$ cat src/design/pcxb_pkg.sv
// Shared types and constants for the x-band polyline clipper.
// No dependencies; imported by pcxb_interp and polyline_clip_x_band.
`timescale 1ns / 1ps
`default_nettype none

package pcxb_pkg;

  localparam int COORD_BITS   = 32;
  localparam int PROD_BITS    = 2 * COORD_BITS;
  localparam int TDATA_BITS   = ((2 * COORD_BITS + 7) / 8) * 8;
  localparam int CNT_BITS     = $clog2(2 * COORD_BITS + 1);
  localparam int CFG_IDX_BITS = 1;

  typedef logic signed [COORD_BITS-1:0] coord_t;
  typedef logic        [COORD_BITS-1:0] mag_t;

  // configuration register indexes
  localparam logic [CFG_IDX_BITS-1:0] REG_BAND_LOW  = CFG_IDX_BITS'(0);
  localparam logic [CFG_IDX_BITS-1:0] REG_BAND_HIGH = CFG_IDX_BITS'(1);

  // reset bounds: -180.0 and +180.0 in Q9.22
  localparam coord_t BAND_LOW_RST  = -COORD_BITS'(754974720);
  localparam coord_t BAND_HIGH_RST = COORD_BITS'(754974720);

  // interpolation request: y = py + trunc((cy-py)*(bnd-px)/(cx-px))
  typedef struct packed {
    logic   start;
    coord_t px;
    coord_t py;
    coord_t cx;
    coord_t cy;
    coord_t bnd;
  } interp_req_t;

  typedef struct packed {
    logic   busy;
    logic   valid;  // result held until the next start
    coord_t y;
  } interp_resp_t;

endpackage

`default_nettype wire

$ cat src/design/polyline_clip_x_band.sv
// Path: a pass-through point is evaluated and then loaded into the output register; a crossing
//   point goes through evaluate, multiply, divider setup, divider steps, finish, handoff, output load.
// Throughput: one item at a time; an entry or exit waits on the serial divider, and
//   output stalls hold the flow.
// Reset: rst_n synchronous, active low; clears state, bounds return to -180.0/+180.0.
// Depends on pcxb_pkg and pcxb_interp. Next item is taken while a result waits.
`timescale 1ns / 1ps
`default_nettype none

module polyline_clip_x_band import pcxb_pkg::*; (
  input  logic                    clk,
  input  logic                    rst_n,
  input  logic                    in_tvalid,
  output logic                    in_tready,
  input  logic [TDATA_BITS-1:0]   in_tdata,   // pos_x, pos_y
  input  logic                    in_tuser,   // is_gap
  input  logic                    in_tlast,   // end_of_set
  output logic                    out_tvalid,
  input  logic                    out_tready,
  output logic [TDATA_BITS-1:0]   out_tdata,  // out_x, out_y
  output logic                    out_tuser,  // out_gap
  output logic                    out_tlast,  // last_of_burst
  input  logic                    cfg_we,
  input  logic [CFG_IDX_BITS-1:0] cfg_index,
  input  logic [COORD_BITS-1:0]   cfg_data
);

  typedef enum logic [5:0] {
    S_IDLE  = 6'b000001,
    S_EVAL  = 6'b000010,
    S_GAP   = 6'b000100,  // emit pending break marker
    S_CALC  = 6'b001000,  // wait for interpolator
    S_CROSS = 6'b010000,  // emit entry/exit point
    S_POINT = 6'b100000   // emit the inside point itself
  } st_t;

  st_t    state_r, state_nxt;
  coord_t band_low_r, band_high_r;
  coord_t itm_x_r, itm_y_r;
  logic   itm_gap_r, itm_eos_r;
  coord_t prior_x_r, prior_y_r;
  logic   prior_valid_r, prior_inside_r, gap_pending_r;
  logic   do_cross_r, do_pt_r;
  coord_t bnd_r;
  logic   out_valid_r, out_gap_r, out_last_r;
  coord_t out_x_r, out_y_r;

  interp_req_t  ireq;
  interp_resp_t iresp;

  logic   in_band, run_on, is_pt, do_gap, entry, exits;
  coord_t bnd_sel;
  logic   emit_go, load;

  // item classification, valid in S_EVAL
  assign in_band = (itm_x_r >= band_low_r) && (itm_x_r <= band_high_r);
  assign run_on  = prior_valid_r && prior_inside_r;
  assign is_pt   = !itm_gap_r;
  assign do_gap  = is_pt && in_band && !run_on && gap_pending_r;
  assign entry   = is_pt && in_band && !run_on && prior_valid_r;
  assign exits   = is_pt && !in_band && run_on;
  // entry crosses the bound on the prior point's side, exit on the new point's
  assign bnd_sel = entry ? ((prior_x_r < band_low_r) ? band_low_r : band_high_r)
                         : ((itm_x_r < band_low_r) ? band_low_r : band_high_r);

  assign ireq.start = (state_r == S_EVAL) && (entry || exits);
  assign ireq.px    = prior_x_r;
  assign ireq.py    = prior_y_r;
  assign ireq.cx    = itm_x_r;
  assign ireq.cy    = itm_y_r;
  assign ireq.bnd   = bnd_sel;

  pcxb_interp u_interp (
    .clk  (clk),
    .rst_n(rst_n),
    .req  (ireq),
    .resp (iresp)
  );

  // one-deep output register
  assign emit_go = !out_valid_r || out_tready;
  assign load    = emit_go &&
                   (state_r == S_GAP || state_r == S_CROSS || state_r == S_POINT);

  always_comb begin
    state_nxt = state_r;
    unique case (state_r)
      S_IDLE: if (in_tvalid) state_nxt = S_EVAL;
      S_EVAL: begin
        if (do_gap)                state_nxt = S_GAP;
        else if (entry || exits)   state_nxt = S_CALC;
        else if (is_pt && in_band) state_nxt = S_POINT;
        else                       state_nxt = S_IDLE;
      end
      S_GAP: if (emit_go) begin
        if (do_cross_r)   state_nxt = S_CALC;
        else if (do_pt_r) state_nxt = S_POINT;
        else              state_nxt = S_IDLE;
      end
      S_CALC:  if (iresp.valid) state_nxt = S_CROSS;
      S_CROSS: if (emit_go) state_nxt = do_pt_r ? S_POINT : S_IDLE;
      S_POINT: if (emit_go) state_nxt = S_IDLE;
      default: state_nxt = S_IDLE;
    endcase
  end

  always_ff @(posedge clk) begin
    if (!rst_n) begin
      state_r        <= S_IDLE;
      band_low_r     <= BAND_LOW_RST;
      band_high_r    <= BAND_HIGH_RST;
      prior_x_r      <= '0;
      prior_y_r      <= '0;
      prior_valid_r  <= 1'b0;
      prior_inside_r <= 1'b0;
      gap_pending_r  <= 1'b0;
      out_valid_r    <= 1'b0;
    end else begin
      state_r <= state_nxt;

      if (cfg_we) begin
        unique case (cfg_index)
          REG_BAND_LOW:  band_low_r  <= cfg_data;
          REG_BAND_HIGH: band_high_r <= cfg_data;
          default: ;
        endcase
      end

      // run state moves on in S_EVAL; interpolator has latched the old prior point
      if (state_r == S_EVAL) begin
        if (itm_eos_r) begin
          prior_x_r      <= '0;
          prior_y_r      <= '0;
          prior_valid_r  <= 1'b0;
          prior_inside_r <= 1'b0;
          gap_pending_r  <= 1'b0;
        end else if (itm_gap_r) begin
          if (run_on) gap_pending_r <= 1'b1;
          prior_valid_r  <= 1'b0;
          prior_inside_r <= 1'b0;
        end else begin
          prior_x_r      <= itm_x_r;
          prior_y_r      <= itm_y_r;
          prior_valid_r  <= 1'b1;
          prior_inside_r <= in_band;
          if (do_gap)     gap_pending_r <= 1'b0;
          else if (exits) gap_pending_r <= 1'b1;
        end
      end

      if (load)            out_valid_r <= 1'b1;
      else if (out_tready) out_valid_r <= 1'b0;
    end
  end

  // payload registers
  always_ff @(posedge clk) begin
    if (in_tvalid && in_tready) begin
      itm_x_r   <= in_tdata[COORD_BITS-1:0];
      itm_y_r   <= in_tdata[2*COORD_BITS-1:COORD_BITS];
      itm_gap_r <= in_tuser;
      itm_eos_r <= in_tlast;
    end
    if (state_r == S_EVAL) begin
      do_cross_r <= entry || exits;
      do_pt_r    <= is_pt && in_band;
      bnd_r      <= bnd_sel;
    end
    if (load) begin
      unique case (state_r)
        S_GAP: begin
          out_x_r    <= '0;
          out_y_r    <= '0;
          out_gap_r  <= 1'b1;
          out_last_r <= !(do_cross_r || do_pt_r);
        end
        S_CROSS: begin
          out_x_r    <= bnd_r;
          out_y_r    <= iresp.y;
          out_gap_r  <= 1'b0;
          out_last_r <= !do_pt_r;
        end
        default: begin
          out_x_r    <= itm_x_r;
          out_y_r    <= itm_y_r;
          out_gap_r  <= 1'b0;
          out_last_r <= 1'b1;
        end
      endcase
    end
  end

  assign in_tready  = (state_r == S_IDLE);
  assign out_tvalid = out_valid_r;
  assign out_tdata  = TDATA_BITS'({out_y_r, out_x_r});
  assign out_tuser  = out_gap_r;
  assign out_tlast  = out_last_r;

`ifndef SYNTHESIS
  a_start_idle: assert property (@(posedge clk) disable iff (!rst_n)
    ireq.start |-> !iresp.busy)
    else $error("interpolator started while busy");

  a_ready_idle: assert property (@(posedge clk) disable iff (!rst_n)
    in_tready |-> !iresp.busy)
    else $error("item accepted during interpolation");

  a_marker_zero: assert property (@(posedge clk) disable iff (!rst_n)
    (out_tvalid && out_tuser) |-> (out_tdata == '0))
    else $error("break marker with nonzero coordinates");

  a_eos_clear: assert property (@(posedge clk) disable iff (!rst_n)
    (state_r == S_EVAL && itm_eos_r) |=> (!prior_valid_r && !gap_pending_r))
    else $error("state not cleared after end of set");
`endif

endmodule

`default_nettype wire

$ cat src/design/pcxb_interp.sv
// Crossing interpolator: one 32x32 multiply, then a radix-2 restoring divider.
// Depends on pcxb_pkg.
`timescale 1ns / 1ps
`default_nettype none

module pcxb_interp import pcxb_pkg::*; (
  input  logic         clk,
  input  logic         rst_n,
  input  interp_req_t  req,
  output interp_resp_t resp
);

  typedef enum logic [4:0] {
    I_IDLE = 5'b00001,
    I_MUL  = 5'b00010,
    I_PREP = 5'b00100,
    I_DIV  = 5'b01000,
    I_FIN  = 5'b10000
  } ist_t;

  ist_t                  state_r, state_nxt;
  mag_t                  mdy_r, mnum_r, mden_r;
  logic                  neg_r;
  coord_t                py_r;
  logic [PROD_BITS-1:0]  prod_r;
  logic [PROD_BITS-1:0]  dvd_r;
  mag_t                  rem_r;
  mag_t                  q_r;
  logic [CNT_BITS-1:0]   cnt_r;
  logic                  valid_r;
  coord_t                y_r;

  logic [COORD_BITS:0]   d_dy, d_num, d_den;
  logic [COORD_BITS:0]   rem_sh;
  logic                  ge;
  mag_t                  hi_w;

  // signed differences, one bit wider, then magnitude and sign
  assign d_dy  = {req.cy[COORD_BITS-1], req.cy} - {req.py[COORD_BITS-1], req.py};
  assign d_num = {req.bnd[COORD_BITS-1], req.bnd} - {req.px[COORD_BITS-1], req.px};
  assign d_den = {req.cx[COORD_BITS-1], req.cx} - {req.px[COORD_BITS-1], req.px};

  function automatic mag_t mag_of(input logic [COORD_BITS:0] d);
    logic [COORD_BITS:0] n;
    n = -d;
    return d[COORD_BITS] ? n[COORD_BITS-1:0] : d[COORD_BITS-1:0];
  endfunction

  assign hi_w   = prod_r[PROD_BITS-1:COORD_BITS];
  assign rem_sh = {rem_r, dvd_r[PROD_BITS-1]};
  assign ge     = rem_sh >= {1'b0, mden_r};

  always_comb begin
    state_nxt = state_r;
    unique case (state_r)
      I_IDLE: if (req.start) state_nxt = I_MUL;
      I_MUL:  state_nxt = I_PREP;
      I_PREP: state_nxt = (mden_r == '0) ? I_FIN : I_DIV;
      I_DIV:  if (cnt_r == CNT_BITS'(1)) state_nxt = I_FIN;
      I_FIN:  state_nxt = I_IDLE;
      default: state_nxt = I_IDLE;
    endcase
  end

  always_ff @(posedge clk) begin
    if (!rst_n) begin
      state_r <= I_IDLE;
      valid_r <= 1'b0;
    end else begin
      state_r <= state_nxt;
      if (req.start && state_r == I_IDLE) valid_r <= 1'b0;
      else if (state_r == I_FIN)          valid_r <= 1'b1;
    end
  end

  always_ff @(posedge clk) begin
    unique case (state_r)
      I_IDLE: if (req.start) begin
        mdy_r  <= mag_of(d_dy);
        mnum_r <= mag_of(d_num);
        mden_r <= mag_of(d_den);
        neg_r  <= d_dy[COORD_BITS] ^ d_num[COORD_BITS] ^ d_den[COORD_BITS];
        py_r   <= req.py;
      end
      I_MUL: prod_r <= PROD_BITS'(mdy_r) * PROD_BITS'(mnum_r);
      I_PREP: begin
        q_r <= '0;
        if (hi_w < mden_r) begin
          // high quotient half is zero: start on the low half
          rem_r <= hi_w;
          dvd_r <= {prod_r[COORD_BITS-1:0], {COORD_BITS{1'b0}}};
          cnt_r <= CNT_BITS'(COORD_BITS);
        end else begin
          rem_r <= '0;
          dvd_r <= prod_r;
          cnt_r <= CNT_BITS'(PROD_BITS);
        end
      end
      I_DIV: begin
        rem_r <= ge ? rem_sh[COORD_BITS-1:0] - mden_r : rem_sh[COORD_BITS-1:0];
        q_r   <= {q_r[COORD_BITS-2:0], ge};
        dvd_r <= {dvd_r[PROD_BITS-2:0], 1'b0};
        cnt_r <= cnt_r - CNT_BITS'(1);
      end
      I_FIN: y_r <= neg_r ? py_r - coord_t'(q_r) : py_r + coord_t'(q_r);
      default: ;
    endcase
  end

  assign resp.busy  = (state_r != I_IDLE);
  assign resp.valid = valid_r;
  assign resp.y     = y_r;

endmodule

`default_nettype wire

$ cat config.mk
export PLATFORM = sky130hd
export DESIGN_NAME = polyline_clip_x_band
export DESIGN_NICKNAME = d
export VERILOG_FILES = /design/src/design/pcxb_pkg.sv /design/src/design/polyline_clip_x_band.sv /design/src/design/pcxb_interp.sv
export SDC_FILE = /design/constraint.sdc
export NUM_CORES = 2
export LEC_CHECK = 0
export ABC_AREA = 1
export BUFFER_PORTS_ARGS = -buffer_cell sky130_fd_sc_hd__buf_4
export CAP_MARGIN = 10
export CORE_MARGIN = 3
export CORE_UTILIZATION = 40
export DETAILED_ROUTE_END_ITERATION = 16
export PLACE_DENSITY_LB_ADDON = 0.12
export SYNTH_ARGS = -nofsm -noshare
export SYNTH_HDL_FRONTEND = slang
export SYNTH_HIERARCHICAL = 1
export SYNTH_SLANG_ARGS = --single-unit
$ cat constraint.sdc
create_clock -name clk -period 26.7 [get_ports clk]
set_input_delay 2.67 -clock clk [delete_from_list [all_inputs] [get_ports clk]]
set_output_delay 2.67 -clock clk [all_outputs]
set_load 0.02 [all_outputs]
# Yosys cells after proc, flatten, opt, wreduce, memory -nomap -nowiden
# Index checks and enable logic that the tools add are counted.
dict set report word_totals {
  register_bits 670
  in_bits 104
}
dict set report classes {
  addsub 10
  n_mul 1
  n_lt_le_gt_ge 6
  n_eq_ne 21
  muxes 49
  bitwise 4
  n_reduce_logical 35
}
# op n
set ops {}
lappend ops {{32-bit 2-to-1 mux} 13}
lappend ops {{32-bit one-hot mux with 2 select lines} 4}
lappend ops {{64-bit one-hot mux with 2 select lines} 1}
lappend ops {{32-bit by 32-bit subtractor with 33-bit output} 3}
lappend ops {{32-bit less-than comparator} 3}
lappend ops {{32-bit negator} 3}
lappend ops {{32-bit by 32-bit multiplier with 64-bit output} 1}
lappend ops {{64-bit 2-to-1 mux} 1}
lappend ops {{32-bit subtractor} 2}
lappend ops {{6-bit 2-to-1 mux} 10}
lappend ops {{6-bit one-hot mux with 6 select lines} 1}
lappend ops {{33-bit by 32-bit greater-or-equal comparator with 1-bit output} 1}
lappend ops {{32-bit adder} 1}
lappend ops {{32-bit greater-or-equal comparator} 1}
lappend ops {{32-bit <= comparator} 1}
lappend ops {{32-bit logical NOT} 1}
lappend ops {{5-bit one-hot mux with 4 select lines} 1}
lappend ops {{5-bit 2-to-1 mux} 3}
lappend ops {{7-bit one-hot mux with 2 select lines} 1}
lappend ops {{1-bit logical AND} 12}
lappend ops {{1-bit 2-to-1 mux} 12}
lappend ops {{2-bit AND reduction} 5}
lappend ops {{2-bit by 1-bit != test with 1-bit output, second input constant} 4}
lappend ops {{2-bit != test, second input constant} 4}
lappend ops {{other kinds (25)} 37}

# Logic depth before layout (Yosys ltp)
dict set report logic_depth {
  word_depth 9
  mapped_depth 43
  mapped_depth_nobuf 42
}

# Modules after synthesis
# Netlist, hierarchy kept.
# module n_inst cells_per_inst area_per_inst_um2 seq_area_each_um2
set modules_own_cells {}
lappend modules_own_cells {pcxb_interp 1 8337 62661.3 10930.5}
lappend modules_own_cells {polyline_clip_x_band 1 1566 14066.0 7747.4}

# Least setup slack after synthesis
# No wires, ideal clock.
dict set report synth_path {
  kind {reg-to-reg}
  from {register, netlist name state_r[3]}
  to {register u_interp.mden_r[0], enable pin}
  setup_time_ps 621
  arrival_ps 7803
  t_required_ps 26079
  setup_slack_ps 18276
  path_stages_with_launch 8
  path_buffers 0
  period_less_slack_ps 8424
  cell_sequence {dfxtp_1 nor2_1 inv_1 nor4_4 inv_1 a21oi_1 inv_1 nor2_1}
}
# item line
set synth_rtl {}
lappend synth_rtl {{end signal, assigned} pcxb_interp.sv:81} ;# mden_r <= mag_of(d_den);
lappend synth_rtl {{end, declared} pcxb_interp.sv:22} ;# mag_t mdy_r, mnum_r, mden_r;

# Worst setup path in the final report
dict set report layout_path {
  from {register u_interp.mnum_r[6]}
  to {register u_interp.prod_r[60], data pin}
}
dict set report layout_via {
  elab_chain_len 1
}
# item line
set layout_rtl {}
lappend layout_rtl {{start, declared} pcxb_interp.sv:22}
lappend layout_rtl {{start signal, assigned} pcxb_interp.sv:80} ;# mnum_r <= mag_of(d_num);
lappend layout_rtl {{32-bit by 32-bit multiplier with 64-bit output} pcxb_interp.sv:85} ;# I_MUL: prod_r <= PROD_BITS'(mdy_r) * PROD_BITS'(mnum_r);
lappend layout_rtl {{end signal, assigned} pcxb_interp.sv:85}
lappend layout_rtl {{end, declared} pcxb_interp.sv:25} ;# logic [PROD_BITS-1:0] prod_r;
# No other way between the ends.
# A chain may end at the register's enable or synchronous reset.

==> run metrics <==
Worst Path Required=about 27 ns; CTS Sinks=670; Slowest cell on crit path=edfxtp_1; fin crit period=slightly below 8 ns; Starting Density=0.403; FMAX=128 MHz; status=completed; drt via density=a little over 5; Worst path most repeated cell=fa_1; Clock Tree Buf Depth=3; Yosys Warn Count=6; Clk pin slew, worst setup/hold paths=0.06 ns; crit path launch type=register; RSZ-0062 raised after global routing=no; Tcrit/Tclk final=0.293; Cell variety after synth=57; Final Hold Viols=0; crit path DAT=8.25 ns; Post-synth EDFFs=around 530; Post-Syn Instances=around 9900; grt total ovfl=0; GPL Wtd Cong=0.921; Max FO, Critical Path=19; dpl hpwl=around 190000 um; Slew Limit Fails=0; Setup violations, final=0; vias=62900; initial antenna violation count=2; Synth-to-Final Area Change=8.61%; Post-synth ARST share=0; Root Buffer=clkbuf_16; H-tree levels=3; Hold Crit Class=reg2reg; TritonCTS clock tree=done; Setup Skew=approximately 0.039 ns; crit-path max cell delay=roughly 0.73 ns; power density cells=approximately 38 mW/mm^2; sequential-to-total area share from yosys stat=0.243; Top-Level Pins=172; dpl ws=~19 ns; syn_area_per_cell=between 7 and 8 sq um; Setup TNS=0 ns; number of max-cap violations=0; Die Y=444 um; first-pass GRT wire length=380000 um; pin count of the biggest net entering global routing=84; Crit. End Element=register; Hold Slack=0.463 ns; postcts setup bufs=0; core area=between 0.15 and 0.2 sq mm; number of global-route vias before repair=64700; Pleak=43.5 nW; DRC=0; die width=approximately 440 um; Worst Path Buf+Inv=4; cts hold-fix bufs=0; Final WS setup=approximately 19 ns; initial DRC count=roughly 4200; Setup Crit Path Kind=reg2reg; # rows=160; mapped cell area=approximately 0.077 sq mm; area of placed instances=between 0.08 and 0.09 sq mm; Worst-Margin Slew=around 1.1 ns; Pre-antenna DRT Iters=6; CP delay by family, top=adder cells; final instance area=around 0.083 sq mm; Yosys reg bits=670; mean routed wirelength per cell=around 20 um; nets=approximately 11000; WL final=approximately 240000 um; Antenna Violating Nets Remaining=0; cts repair resizes=0; worst vdd rail ir drop=0.0492 mV; number of port buffers=around 170; All-Layer GR Usage=0.249; layout cell share with drive strength beyond 1=0.0468; syn nets=approximately 11000; CP Cell Sequence=buf_4 -> nand2_1 -> inv_1 -> fa_1 -> fa_1 -> fa_1 -> inv_1 -> fa_1 -> inv_1 -> fa_1 -> fa_1 -> fa_1 -> fa_1 -> ha_1 -> nand2_1 -> nor2_1 -> nand2_1 -> nor4_1 -> nand3_1 -> nand3_1 -> a41oi_1 -> xor2_1; Slew HR=0.250; Worst-Skew Late Latency=about 0.7 ns; Most used DFF post-synth=edfxtp_1; die area=~0.2 sq mm; total CTS buffers=80
layer usage:
| metal | track usage | vias up | wire (um) |
|---|---|---|---|
| li1 | - | 30100 | - |
| met1 | 0.327 | 30900 | 106000 |
| met2 | 0.438 | 1515 | 121000 |
| met3 | 0.0217 | 336 | 10500 |
| met4 | 0.0704 | 2 | 7150 |
| met5 | 0 | - | 11 |
registers in the layout, indices dropped and copies added, names as in the netlist, 6 cells and up:
name,flops
band_high_r,32
band_low_r,32
bnd_r,32
itm_x_r,32
itm_y_r,32
out_x_r,32
out_y_r,32
prior_x_r,32
prior_y_r,32
state_r,6
u_interp/cnt_r,7
u_interp/dvd_r,64
u_interp/mden_r,32
u_interp/mdy_r,32
u_interp/mnum_r,32
u_interp/prod_r,64
u_interp/py_r,32
u_interp/q_r,32
u_interp/rem_r,32
u_interp/y_r,32
cells in the mapped netlist (9+ instances only):
library cell  count  area share
inv_1          2288        0.11
nor2_1          518       0.025
o21ai_0         280       0.018
o21a_1           10     0.00098
o21bai_1         24      0.0023
o211ai_1         26      0.0025
a21oi_2          10      0.0011
ha_1            554       0.090
a21o_1           25      0.0024
fa_1            901        0.24
nand3b_1         24      0.0023
o21ai_1          19      0.0012
clkbuf_1        273       0.013
edfxtp_1        526        0.21
buf_2            21      0.0014
a21boi_0         10     0.00098
xnor2_1          73      0.0083
nor4_1           22      0.0018
a31oi_1          22      0.0018
buf_1            24      0.0012
dfxtp_1         144       0.038
and2_1            9     0.00073
a21oi_1         459       0.030
nand4_1          54      0.0044
nand3_1         406       0.026
xor2_1          148       0.017
nand2_1        2881        0.14
nand2_2          12     0.00098
nor3_1           53      0.0035
through the flow:
stage / util / cells / total power [mW]
after global placement: 0.424 / 12400 / 2.05
after CTS: 0.438 / 12500 / 3.21
after floorplan: - / 9903 / 1.79
final: 0.438 / 12500 / 3.17
after global routing: 0.438 / 12500 / 3.35
after detailed placement: 0.424 / 12400 / 2.05
cells in the final DEF (no fill, tap or decap), drive strengths merged, types with 8 or more instances in the layout:
cell	n
dfxtp	144
a21o	25
o21ai	299
edfxtp	526
nor4	26
xnor2	74
a21boi	10
clkinv	30
xor2	152
bufinv	8
nor3	54
o31ai	8
clkbuf	96
o21a	10
buf	263
ha	554
fa	901
o21bai	24
nand4	54
inv	2301
nand2	2893
nor2	528
nand3	413
or2	8
o211ai	26
a31oi	22
nand3b	24
a21oi	471
and2	10
power breakdown:
group | total [mW] | switching (mW) | internal, mW | leakage, nW
registers | 1.22 | 0.0331 | 1.18 | 6.06
clock network | 1.14 | 0.487 | 0.652 | 1.30
logic | 0.815 | 0.559 | 0.256 | 36.1
total | 3.17 | 1.08 | 2.09 | 43.5
worst paths after layout:
check | endpoint | slack (ns) | cells past startpoint | from
setup / recovery | u_interp/prod_r[60]$_DFFE_PP_ | 18.89 | 22 | u_interp/mnum_r[6]$_DFFE_PP_
hold / removal | u_interp/py_r[31]$_DFFE_PP_ | 0.46 | 0 | prior_y_r[31]$_SDFFE_PN0P_
setup reg to reg | u_interp/prod_r[60]$_DFFE_PP_ | 18.89 | 22 | u_interp/mnum_r[6]$_DFFE_PP_
hold reg to reg | u_interp/py_r[31]$_DFFE_PP_ | 0.46 | 0 | prior_y_r[31]$_SDFFE_PN0P_
logic make-up (layout without fill, tap and decap cells):
logic type	Yosys count	in the layout	synth area share
other	0	1	0
AOI/OAI and AO/OA	915	915	0.0651
and+or+nand+nor	4019	4019	0.211
DFF	670	670	0.243
adders and majority gates	1455	1455	0.325
buffers and inverters	2618	2705	0.129
xor gates and xnor gates	226	226	0.0263
layout make-up:
class                           instances  area (sq um)
Antenna cell                            1          2.50
Clock buffer                           96          2110
Clock inverter                         53           587
Fill cell                           19400        107000
Inverter                             2293          8610
Multi-Input combinational cell       6615         48200
Sequential cell                       670         18700
Tap cell                             2511          3140
Timing Repair Buffer                  263          1970
(Power assumes the default switching activity.)
